File: config.mk
export PLATFORM = sky130hd
export DESIGN_NAME = fdl_telegram_parser_core_flat
export DESIGN_NICKNAME = d
export VERILOG_FILES = /design/src/hw/rtl/fdlp_pkg.sv /design/src/hw/rtl/fdlp_in_if.sv /design/src/hw/rtl/fdlp_out_if.sv /design/src/hw/rtl/fdl_telegram_parser_core.sv /design/src/hw/rtl/fdlp_step.sv /design/src/flat_wrapper.sv
export VERILOG_INCLUDE_DIRS = /design/src /design/src/hw/rtl
export SDC_FILE = /design/constraint.sdc
export NUM_CORES = 1
export LEC_CHECK = 0
export BUFFER_PORTS_ARGS = -buffer_cell sky130_fd_sc_hd__buf_2
export CELL_PAD_IN_SITES_DETAIL_PLACEMENT = 1
export CELL_PAD_IN_SITES_GLOBAL_PLACEMENT = 1
export CORE_AREA = 2 2 148 114
export DETAILED_ROUTE_END_ITERATION = 7
export DIE_AREA = 0 0 150 116
export PLACE_DENSITY = 0.76
export SKIP_CTS_REPAIR_TIMING = 1
export SKIP_LAST_GASP = 1
export SLEW_MARGIN = 10
export SYNTH_ARGS = -nofsm -noshare
export SYNTH_HDL_FRONTEND = slang
export SYNTH_SLANG_ARGS = --single-unit
export TNS_END_PERCENT = 1
File: constraint.sdc
create_clock -name clk -period 3.85 [get_ports clk]
set_input_delay 0.385 -clock clk [delete_from_list [all_inputs] [get_ports clk]]
set_output_delay 0.385 -clock clk [all_outputs]
set_load 0.01 [all_outputs]
File: src/hw/rtl/assert_macros.svh
// assertion macros included by the parser core
`ifndef ASSERT_MACROS_SVH
`define ASSERT_MACROS_SVH

// condition implies consequence in the same cycle
`define FDLP_ASSERT_IMP(lbl, cond, cons) \
  lbl: assert property (@(posedge clk) disable iff (rst) (cond) |-> (cons)) \
    else $error("fdlp assertion failed");

// condition implies consequence in the following cycle
`define FDLP_ASSERT_NXT(lbl, cond, cons) \
  lbl: assert property (@(posedge clk) disable iff (rst) (cond) |=> (cons)) \
    else $error("fdlp assertion failed");

`endif

File: src/hw/rtl/fdlp_pkg.sv
// types and constants of the fdl telegram parser
`default_nettype none

package fdlp_pkg;

  localparam logic [7:0] DELIM_SC  = 8'hE5;
  localparam logic [7:0] DELIM_SD1 = 8'h10;
  localparam logic [7:0] DELIM_SD2 = 8'h68;
  localparam logic [7:0] DELIM_SD3 = 8'hA2;
  localparam logic [7:0] DELIM_SD4 = 8'hDC;
  localparam logic [7:0] DELIM_ED  = 8'h16;

  localparam logic [7:0] SD3_DATA_LEN = 8'd8;
  localparam logic [7:0] SD2_HDR_LEN  = 8'd3;

  localparam logic [1:0] KIND_PAYLOAD = 2'd0;
  localparam logic [1:0] KIND_ACCEPT  = 2'd1;
  localparam logic [1:0] KIND_REJECT  = 2'd2;

  localparam logic [2:0] TYPE_ACK = 3'd0;
  localparam logic [2:0] TYPE_SD1 = 3'd1;
  localparam logic [2:0] TYPE_SD2 = 3'd2;
  localparam logic [2:0] TYPE_SD3 = 3'd3;
  localparam logic [2:0] TYPE_SD4 = 3'd4;

  localparam logic [1:0] CAUSE_NONE = 2'd0;
  localparam logic [1:0] CAUSE_LEN  = 2'd1;
  localparam logic [1:0] CAUSE_FCS  = 2'd2;
  localparam logic [1:0] CAUSE_ED   = 2'd3;

  typedef enum logic [3:0] {
    PH_HUNT,
    PH_LE,
    PH_LER,
    PH_REP,
    PH_DA,
    PH_SA,
    PH_FC,
    PH_DATA,
    PH_FCS,
    PH_ED
  } phase_t;

  typedef struct packed {
    phase_t     phase;
    logic [2:0] kind;
    logic [7:0] length;
    logic [7:0] pos;
    logic [7:0] sum;
    logic [7:0] dest;
    logic [7:0] src;
    logic [7:0] func;
  } parse_state_t;

  typedef struct packed {
    logic [1:0] result_kind;
    logic [2:0] telegram_type;
    logic [7:0] dest_addr;
    logic [7:0] src_addr;
    logic [7:0] func_code;
    logic [7:0] data_byte;
    logic [7:0] data_index;
    logic [7:0] data_count;
    logic [1:0] reject_cause;
  } result_t;

endpackage

`default_nettype wire

File: src/hw/rtl/fdlp_in_if.sv
// input channel carrying received bus words
`default_nettype none

interface fdlp_in_if;
  logic       valid;
  logic       ready;
  logic [7:0] rx_byte;
  logic       line_idle;

  modport source (output valid, output rx_byte, output line_idle, input ready);
  modport sink (input valid, input rx_byte, input line_idle, output ready);
endinterface

`default_nettype wire

File: src/hw/rtl/fdlp_out_if.sv
// output channel carrying parser result words
`default_nettype none

interface fdlp_out_if;
  logic       valid;
  logic       ready;
  logic [1:0] result_kind;
  logic [2:0] telegram_type;
  logic [7:0] dest_addr;
  logic [7:0] src_addr;
  logic [7:0] func_code;
  logic [7:0] data_byte;
  logic [7:0] data_index;
  logic [7:0] data_count;
  logic [1:0] reject_cause;

  modport source (
    output valid, output result_kind, output telegram_type, output dest_addr,
    output src_addr, output func_code, output data_byte, output data_index,
    output data_count, output reject_cause, input ready
  );
  modport sink (
    input valid, input result_kind, input telegram_type, input dest_addr,
    input src_addr, input func_code, input data_byte, input data_index,
    input data_count, input reject_cause, output ready
  );
endinterface

`default_nettype wire

File: src/hw/rtl/fdl_telegram_parser_core.sv
// fdl telegram parser top level: input register, parse step, result register
// Takes one received bus word per cycle, unless a word with a result finds
// the result register still waiting, and reports short acks, tokens, SD1,
// SD2 and SD3 telegrams: one payload word per data byte, then an accept or a
// reject with its cause. A word is registered on entry, parsed against the
// held parser state by the combinational step and its result registered.
// A word that yields no result moves on even while the result register
// waits; line_idle drops a partial telegram.
`default_nettype none

`include "assert_macros.svh"

module fdl_telegram_parser_core
  import fdlp_pkg::*;
#(
  parameter int MAX_DATA = 246
) (
  input  wire         clk,
  input  wire         rst,
  fdlp_in_if.sink     rx,
  fdlp_out_if.source  res
);

  logic         rx_q_valid;
  logic [7:0]   rx_q_byte;
  logic         rx_q_idle;
  parse_state_t state;
  parse_state_t state_next;
  result_t      res_d;
  result_t      res_q;
  logic         has_res;
  logic         res_valid;
  logic         adv;

  fdlp_step #(
    .MAX_DATA (MAX_DATA)
  ) u_step (
    .st        (state),
    .rx_byte   (rx_q_byte),
    .line_idle (rx_q_idle),
    .st_next   (state_next),
    .res       (res_d),
    .has_res   (has_res)
  );

  assign adv      = rx_q_valid && (!res_valid || res.ready || !has_res);
  assign rx.ready = !rx_q_valid || adv;

  always_ff @(posedge clk) begin
    if (rst) begin
      rx_q_valid <= 1'b0;
    end else if (rx.ready) begin
      rx_q_valid <= rx.valid;
    end
  end

  always_ff @(posedge clk) begin
    if (rx.ready && rx.valid) begin
      rx_q_byte <= rx.rx_byte;
      rx_q_idle <= rx.line_idle;
    end
  end

  always_ff @(posedge clk) begin
    if (rst) begin
      state <= '{phase: PH_HUNT, default: '0};
    end else if (adv) begin
      state <= state_next;
    end
  end

  always_ff @(posedge clk) begin
    if (rst) begin
      res_valid <= 1'b0;
    end else begin
      if (res.ready) begin
        res_valid <= 1'b0;
      end
      if (adv && has_res) begin
        res_valid <= 1'b1;
      end
    end
  end

  always_ff @(posedge clk) begin
    if (adv && has_res) begin
      res_q <= res_d;
    end
  end

  assign res.valid         = res_valid;
  assign res.result_kind   = res_q.result_kind;
  assign res.telegram_type = res_q.telegram_type;
  assign res.dest_addr     = res_q.dest_addr;
  assign res.src_addr      = res_q.src_addr;
  assign res.func_code     = res_q.func_code;
  assign res.data_byte     = res_q.data_byte;
  assign res.data_index    = res_q.data_index;
  assign res.data_count    = res_q.data_count;
  assign res.reject_cause  = res_q.reject_cause;

  `FDLP_ASSERT_NXT(a_idle_hunts, adv && rx_q_idle, state.phase == PH_HUNT)
  `FDLP_ASSERT_NXT(a_word_held, rx_q_valid && !adv, rx_q_valid)
  `FDLP_ASSERT_IMP(a_data_len, state.phase == PH_DATA, state.pos < state.length)
  `FDLP_ASSERT_IMP(a_payload_idx, res_valid && res_q.result_kind == KIND_PAYLOAD,
                   res_q.data_index < res_q.data_count)

endmodule

`default_nettype wire

File: src/hw/rtl/fdlp_step.sv
// one-word parse step: next parser state and optional result
`default_nettype none

module fdlp_step
  import fdlp_pkg::*;
#(
  parameter int MAX_DATA = 246
) (
  input  parse_state_t st,
  input  logic [7:0]   rx_byte,
  input  logic         line_idle,
  output parse_state_t st_next,
  output result_t      res,
  output logic         has_res
);

  localparam logic [8:0] LEN_MAX = 9'(MAX_DATA + 3);

  phase_t     phase_next;
  logic       len_bad;
  logic [7:0] pos_inc;

  assign len_bad = (rx_byte != DELIM_SD2) || (st.length != st.pos) ||
                   (st.length < SD2_HDR_LEN) || ({1'b0, st.length} > LEN_MAX);
  assign pos_inc = st.pos + 8'd1;

  always_comb begin
    phase_next = st.phase;
    if (line_idle) begin
      phase_next = PH_HUNT;
    end else begin
      unique case (st.phase)
        PH_HUNT: begin
          if (rx_byte == DELIM_SD2) begin
            phase_next = PH_LE;
          end else if (rx_byte == DELIM_SD1 || rx_byte == DELIM_SD3 ||
                       rx_byte == DELIM_SD4) begin
            phase_next = PH_DA;
          end else begin
            phase_next = PH_HUNT;
          end
        end
        PH_LE:   phase_next = PH_LER;
        PH_LER:  phase_next = PH_REP;
        PH_REP:  phase_next = len_bad ? PH_HUNT : PH_DA;
        PH_DA:   phase_next = PH_SA;
        PH_SA:   phase_next = (st.kind == TYPE_SD4) ? PH_HUNT : PH_FC;
        PH_FC:   phase_next = (st.length != 8'd0) ? PH_DATA : PH_FCS;
        PH_DATA: phase_next = (pos_inc >= st.length) ? PH_FCS : PH_DATA;
        PH_FCS:  phase_next = PH_ED;
        PH_ED:   phase_next = PH_HUNT;
        default: phase_next = PH_HUNT;
      endcase
    end
  end

  always_comb begin
    logic       start;
    logic [2:0] start_kind;
    logic [7:0] start_len;
    logic [7:0] dbyte;
    logic [7:0] didx;
    logic [1:0] rkind;
    logic [1:0] cause;
    logic       zero_count;

    start      = 1'b0;
    start_kind = TYPE_ACK;
    start_len  = 8'd0;
    dbyte      = 8'd0;
    didx       = 8'd0;
    rkind      = KIND_ACCEPT;
    cause      = CAUSE_NONE;
    zero_count = 1'b0;
    has_res    = 1'b0;
    st_next    = st;

    if (!line_idle) begin
      unique case (st.phase)
        PH_HUNT: begin
          if (rx_byte == DELIM_SC) begin
            start   = 1'b1;
            has_res = 1'b1;
          end else if (rx_byte == DELIM_SD1) begin
            start      = 1'b1;
            start_kind = TYPE_SD1;
          end else if (rx_byte == DELIM_SD2) begin
            start      = 1'b1;
            start_kind = TYPE_SD2;
          end else if (rx_byte == DELIM_SD3) begin
            start      = 1'b1;
            start_kind = TYPE_SD3;
            start_len  = SD3_DATA_LEN;
          end else if (rx_byte == DELIM_SD4) begin
            start      = 1'b1;
            start_kind = TYPE_SD4;
          end
        end
        PH_LE:  st_next.length = rx_byte;
        PH_LER: st_next.pos = rx_byte;
        PH_REP: begin
          if (len_bad) begin
            has_res    = 1'b1;
            rkind      = KIND_REJECT;
            cause      = CAUSE_LEN;
            zero_count = 1'b1;
          end else begin
            st_next.length = st.length - SD2_HDR_LEN;
            st_next.pos    = 8'd0;
          end
        end
        PH_DA: begin
          st_next.dest = rx_byte;
          st_next.sum  = st.sum + rx_byte;
        end
        PH_SA: begin
          st_next.src = rx_byte;
          st_next.sum = st.sum + rx_byte;
          has_res     = (st.kind == TYPE_SD4);
        end
        PH_FC: begin
          st_next.func = rx_byte;
          st_next.sum  = st.sum + rx_byte;
        end
        PH_DATA: begin
          st_next.sum = st.sum + rx_byte;
          st_next.pos = pos_inc;
          has_res     = 1'b1;
          rkind       = KIND_PAYLOAD;
          dbyte       = rx_byte;
          didx        = st.pos;
        end
        PH_FCS: st_next.sum = st.sum ^ rx_byte;
        PH_ED: begin
          has_res = 1'b1;
          if (rx_byte != DELIM_ED) begin
            rkind = KIND_REJECT;
            cause = CAUSE_ED;
          end else if (st.sum != 8'd0) begin
            rkind = KIND_REJECT;
            cause = CAUSE_FCS;
          end
        end
        default: begin
        end
      endcase
    end

    if (start) begin
      st_next.kind   = start_kind;
      st_next.length = start_len;
      st_next.pos    = 8'd0;
      st_next.sum    = 8'd0;
      st_next.dest   = 8'd0;
      st_next.src    = 8'd0;
      st_next.func   = 8'd0;
    end
    st_next.phase = phase_next;

    res.result_kind   = rkind;
    res.telegram_type = st_next.kind;
    res.dest_addr     = st_next.dest;
    res.src_addr      = st_next.src;
    res.func_code     = st_next.func;
    res.data_byte     = dbyte;
    res.data_index    = didx;
    res.data_count    = zero_count ? 8'd0 : st_next.length;
    res.reject_cause  = cause;
  end

endmodule

`default_nettype wire
File: src/flat_wrapper.sv
// flat-port wrapper written by rule: the top's interface ports become plain ports
module fdl_telegram_parser_core_flat import fdlp_pkg::*;
#(
  parameter int MAX_DATA = 246
)
  (clk, rst, rx_valid, rx_rx_byte, rx_line_idle, rx_ready, res_valid, res_result_kind, res_telegram_type, res_dest_addr, res_src_addr, res_func_code, res_data_byte, res_data_index, res_data_count, res_reject_cause, res_ready);
  fdlp_in_if rx_i ();
  fdlp_out_if res_i ();
  input  wire clk;
  input  wire rst;
  input wire logic [$bits(rx_i.valid)-1:0] rx_valid;
  input wire logic [$bits(rx_i.rx_byte)-1:0] rx_rx_byte;
  input wire logic [$bits(rx_i.line_idle)-1:0] rx_line_idle;
  output wire logic [$bits(rx_i.ready)-1:0] rx_ready;
  output wire logic [$bits(res_i.valid)-1:0] res_valid;
  output wire logic [$bits(res_i.result_kind)-1:0] res_result_kind;
  output wire logic [$bits(res_i.telegram_type)-1:0] res_telegram_type;
  output wire logic [$bits(res_i.dest_addr)-1:0] res_dest_addr;
  output wire logic [$bits(res_i.src_addr)-1:0] res_src_addr;
  output wire logic [$bits(res_i.func_code)-1:0] res_func_code;
  output wire logic [$bits(res_i.data_byte)-1:0] res_data_byte;
  output wire logic [$bits(res_i.data_index)-1:0] res_data_index;
  output wire logic [$bits(res_i.data_count)-1:0] res_data_count;
  output wire logic [$bits(res_i.reject_cause)-1:0] res_reject_cause;
  input wire logic [$bits(res_i.ready)-1:0] res_ready;
  assign rx_i.valid = rx_valid;
  assign rx_i.rx_byte = rx_rx_byte;
  assign rx_i.line_idle = rx_line_idle;
  assign rx_ready = rx_i.ready;
  assign res_valid = res_i.valid;
  assign res_result_kind = res_i.result_kind;
  assign res_telegram_type = res_i.telegram_type;
  assign res_dest_addr = res_i.dest_addr;
  assign res_src_addr = res_i.src_addr;
  assign res_func_code = res_i.func_code;
  assign res_data_byte = res_i.data_byte;
  assign res_data_index = res_i.data_index;
  assign res_data_count = res_i.data_count;
  assign res_reject_cause = res_i.reject_cause;
  assign res_i.ready = res_ready;
  fdl_telegram_parser_core #(.MAX_DATA(MAX_DATA)) u_core (.clk(clk), .rst(rst), .rx(rx_i), .res(res_i));
endmodule
==> flow_metrics.py <==
metrics = {
    "synth": {
        "synth_cells": 692,
        "synth_fp_nets": 726,
        "yosysWarnings": 0,
        "synth_top_area_cell": "edfxtp_1",
        "ys_seq_area_frac": 0.4770,
        "synth_commonest_cells": "nand2_1, a21oi_1, edfxtp_1",
        "netlist_area_mm2": 0.006421,
        "synth_area_leaders": "edfxtp_1, dfxtp_1, nand2_1",
        "synth.avg_cell_area_um2": 9.279,
        "synth_seq_cells": 121,
        "synth.most_common_cell": "nand2_1",
        "synth_edf_count": 64,
        "async_flop_share": 0,
        "synthFlopType": "edfxtp_1",
        "ys_types": 69,
        "synth_top_area_share": 0.2993,
    },
    "worst_hold_path": {
        "hold_path.class": "in2reg",
    },
    "routing": {
        "remaining_drc_errors": 0,
        "ant_nets": 0,
        "vias": 5672,
        "drt_iter0_drc": 520,
        "wirelength_um": 20460,
        "drt-wirelength-per-cell_um": 20.94,
        "firstDrtPassIters": 7,
        "drt-vias-per-instance": 5.806,
    },
    "worst_setup_path": {
        "cp.required_ps": 3940,
        "crit_start": "u_core.rx_q_byte[0]$_DFFE_PP_",
        "r2r_setup_slack_ps": 580,
        "cp-start-kind": "register",
        "cp.arrival_ps": 3360,
        "rr_startpoint": "u_core.rx_q_byte[0]$_DFFE_PP_",
        "path_class": "reg2reg",
        "endpoint": "u_core.res.reject_cause[1]$_SDFFCE_PP0P_",
        "r2r_cells": 7,
        "cp_max_fo": 55,
        "worstSetupEndpointType": "register",
        "reg2reg_to": "u_core.res.reject_cause[1]$_SDFFCE_PP0P_",
    },
    "sta": {
        "layout_setup_ws_ps": 582.2,
        "min_period_ps": 3268,
        "skew_ps": 8.292,
        "worst_pin_slew_ps": 1159,
        "fin_crit_sh": 0.8488,
        "relSlewSlack": 0.2272,
        "max_freq_ghz": 0.3060,
        "rsz0062_at_grt": "false",
        "setup_tns_ps": 0,
        "finalHoldViolCount": 0,
        "drv_slew": 0,
        "setup_viol": 0,
    },
    "cts": {
        "clock_latency_ps": 420,
        "clockRootBuffer": "clkbuf_16",
        "htree_levels": 4,
        "cts_buffers": 17,
        "clkSlewWorstSetupHoldPaths_ps": 60,
        "cts.sinks": 121,
        "clockBufferDepth": 2,
        "tritoncts": "done",
    },
    "placed_design": {
        "io_buffers": 69,
        "dpl_worst_slack_ps": 618.1,
        "place.gp.congestion": 0.9143,
        "dp_hpwl_um": 14140,
    },
    "global_route": {
        "grt_overflow_total": 0,
        "grt_pass1_vias": 5691,
        "grt_max_degree": 57,
        "grt_pass1_wl_um": 31980,
        "antenna_found_initial": 0,
        "grt.total_usage": 0.2445,
    },
    "power": {
        "power.density_mw_per_mm2": 413.2,
        "ir_drop_mv": 0.2895,
        "p_leak_nw": 2.922,
    },
    "outcome": {
        "outcome": "complete, no violations",
    },
    "flow_run": {
        "maxCapViolations": 0,
    },
    "finish": {
        "syn2layout_area_growth_pct": 17.79,
        "fin_nets": 788,
        "num_antenna_cells": 0,
        "layout-drive-gt1-share": 0.1812,
        "fill_cells": 1821,
    },
    "die": {
        "ios": 70,
        "start_util": 0.4060,
        "core_region_area_mm2": 0.01582,
        "die_y_um": 116,
        "dieArea_mm2": 0.01740,
        "dieWidth_um": 150,
        "row_count": 40,
    },
}
## through the flow
step           instances  hold slack [ps]  utilization  area, um2  power, mW
2_1_floorplan        692            431.5            -       6421      1.512
3_3_place_gp         945            437.1       0.4417       6985      1.576
3_5_place_dp         945            445.1       0.4417       6985      1.583
4_1_cts              977            126.7       0.4782       7564      3.146
5_1_grt              977            117.1       0.4782       7564      3.229
6_report             977            140.2       0.4782       7564      3.126
## cells in the final DEF, fill, tap and decap left out, drive strengths merged, types with 7 or more instances in the layout
cell and n:
xor2 12, nand4 12, a31oi 11, dfxtp 57, nor4 8, mux2i 18, buf 86, and2 21
nand3 29, nor2 37, nand2 135, clkbuf 19, nor3 16, inv 17, o21ai 31, xnor2 7
edfxtp 64, a21oi 69, ha 20, nor2b 7
## metal layers
layer | vias up | GRT usage | part of all wire
met4 | 0 | 0.06792 | 0.015
met1 | 2836 | 0.3462 | 0.49
met5 | - | 0 | 0
li1 | 2633 | - | -
met2 | 178 | 0.3784 | 0.45
met3 | 25 | 0.05433 | 0.046
## flip-flops by register name, summed over array words and instances, names as in the netlist
name	cells
u_core.state	55
u_core.res.data_byte	8
u_core.res.data_count	8
u_core.res.data_index	8
u_core.res.dest_addr	8
u_core.res.func_code	8
u_core.res.src_addr	8
u_core.rx_q_byte	8
u_core.res.telegram_type	3
u_core.res.reject_cause	2
u_core.res.result_kind	2
u_core.res.valid	1
u_core.rx_q_idle	1
u_core.rx_q_valid	1
## cell type report
type	count	area (um2)	area share
Sequential cell	121	3063	0.4050
Clock inverter	13	145.1	0.01919
Inverter	14	52.55	0.006948
Tap cell	210	262.8	0.03474
Timing Repair Buffer	86	485.5	0.06419
Multi-Input combinational cell	514	3122	0.4127
Clock buffer	19	432.9	0.05724
## how the worst min path moves through the flow
stage	start	end	slack, ps	depth (start not counted)
final	rx_line_idle	u_core.rx_q_idle$_DFFE_PP_	140	1
after global routing	rx_line_idle	u_core.rx_q_idle$_DFFE_PP_	120	1
after CTS	rx_line_idle	u_core.rx_q_idle$_DFFE_PP_	130	1
after detailed placement	u_core.state[3]$_SDFFE_PP0P_	u_core.state[3]$_SDFFE_PP0P_	450	2
after global placement	u_core.state[0]$_SDFFE_PP0P_	u_core.state[0]$_SDFFE_PP0P_	440	2
after floorplan	u_core.state[0]$_SDFFE_PP0P_	u_core.state[0]$_SDFFE_PP0P_	430	2
## report_power, final
| part | leakage [nW] | internal (mW) | switching, mW |
|---|---|---|---|
| Sequential | 1.06 | 1.36 | 0.0173 |
| Clock | 0.274 | 0.957 | 0.609 |
| Combinational | 1.58 | 0.0523 | 0.130 |
| Total | 2.92 | 2.37 | 0.756 |
## logic make-up (layout without fill, tap and decap cells)
kind of cell / after synthesis / count (layout) / share of synthesized area
buffers and inverters: 57 / 132 / 0.03780
xor gates and xnor gates: 19 / 19 / 0.02592
and+or+nand+nor: 301 / 301 / 0.2393
muxes: 19 / 19 / 0.03040
AOI/OAI and AO/OA: 154 / 154 / 0.1475
adders and majority gates: 21 / 21 / 0.04209
DFF: 121 / 121 / 0.4770
## critical path, stage by stage, from the launching register on
cell	delay, ps
edfxtp_1	650
nor4b_4	400
and2_2	240
nand3_2	70
o2111ai_2	240
and3_1	720
and2_2	290
buf_12	280
No activity file was read; power rests on OpenSTA's default activity.
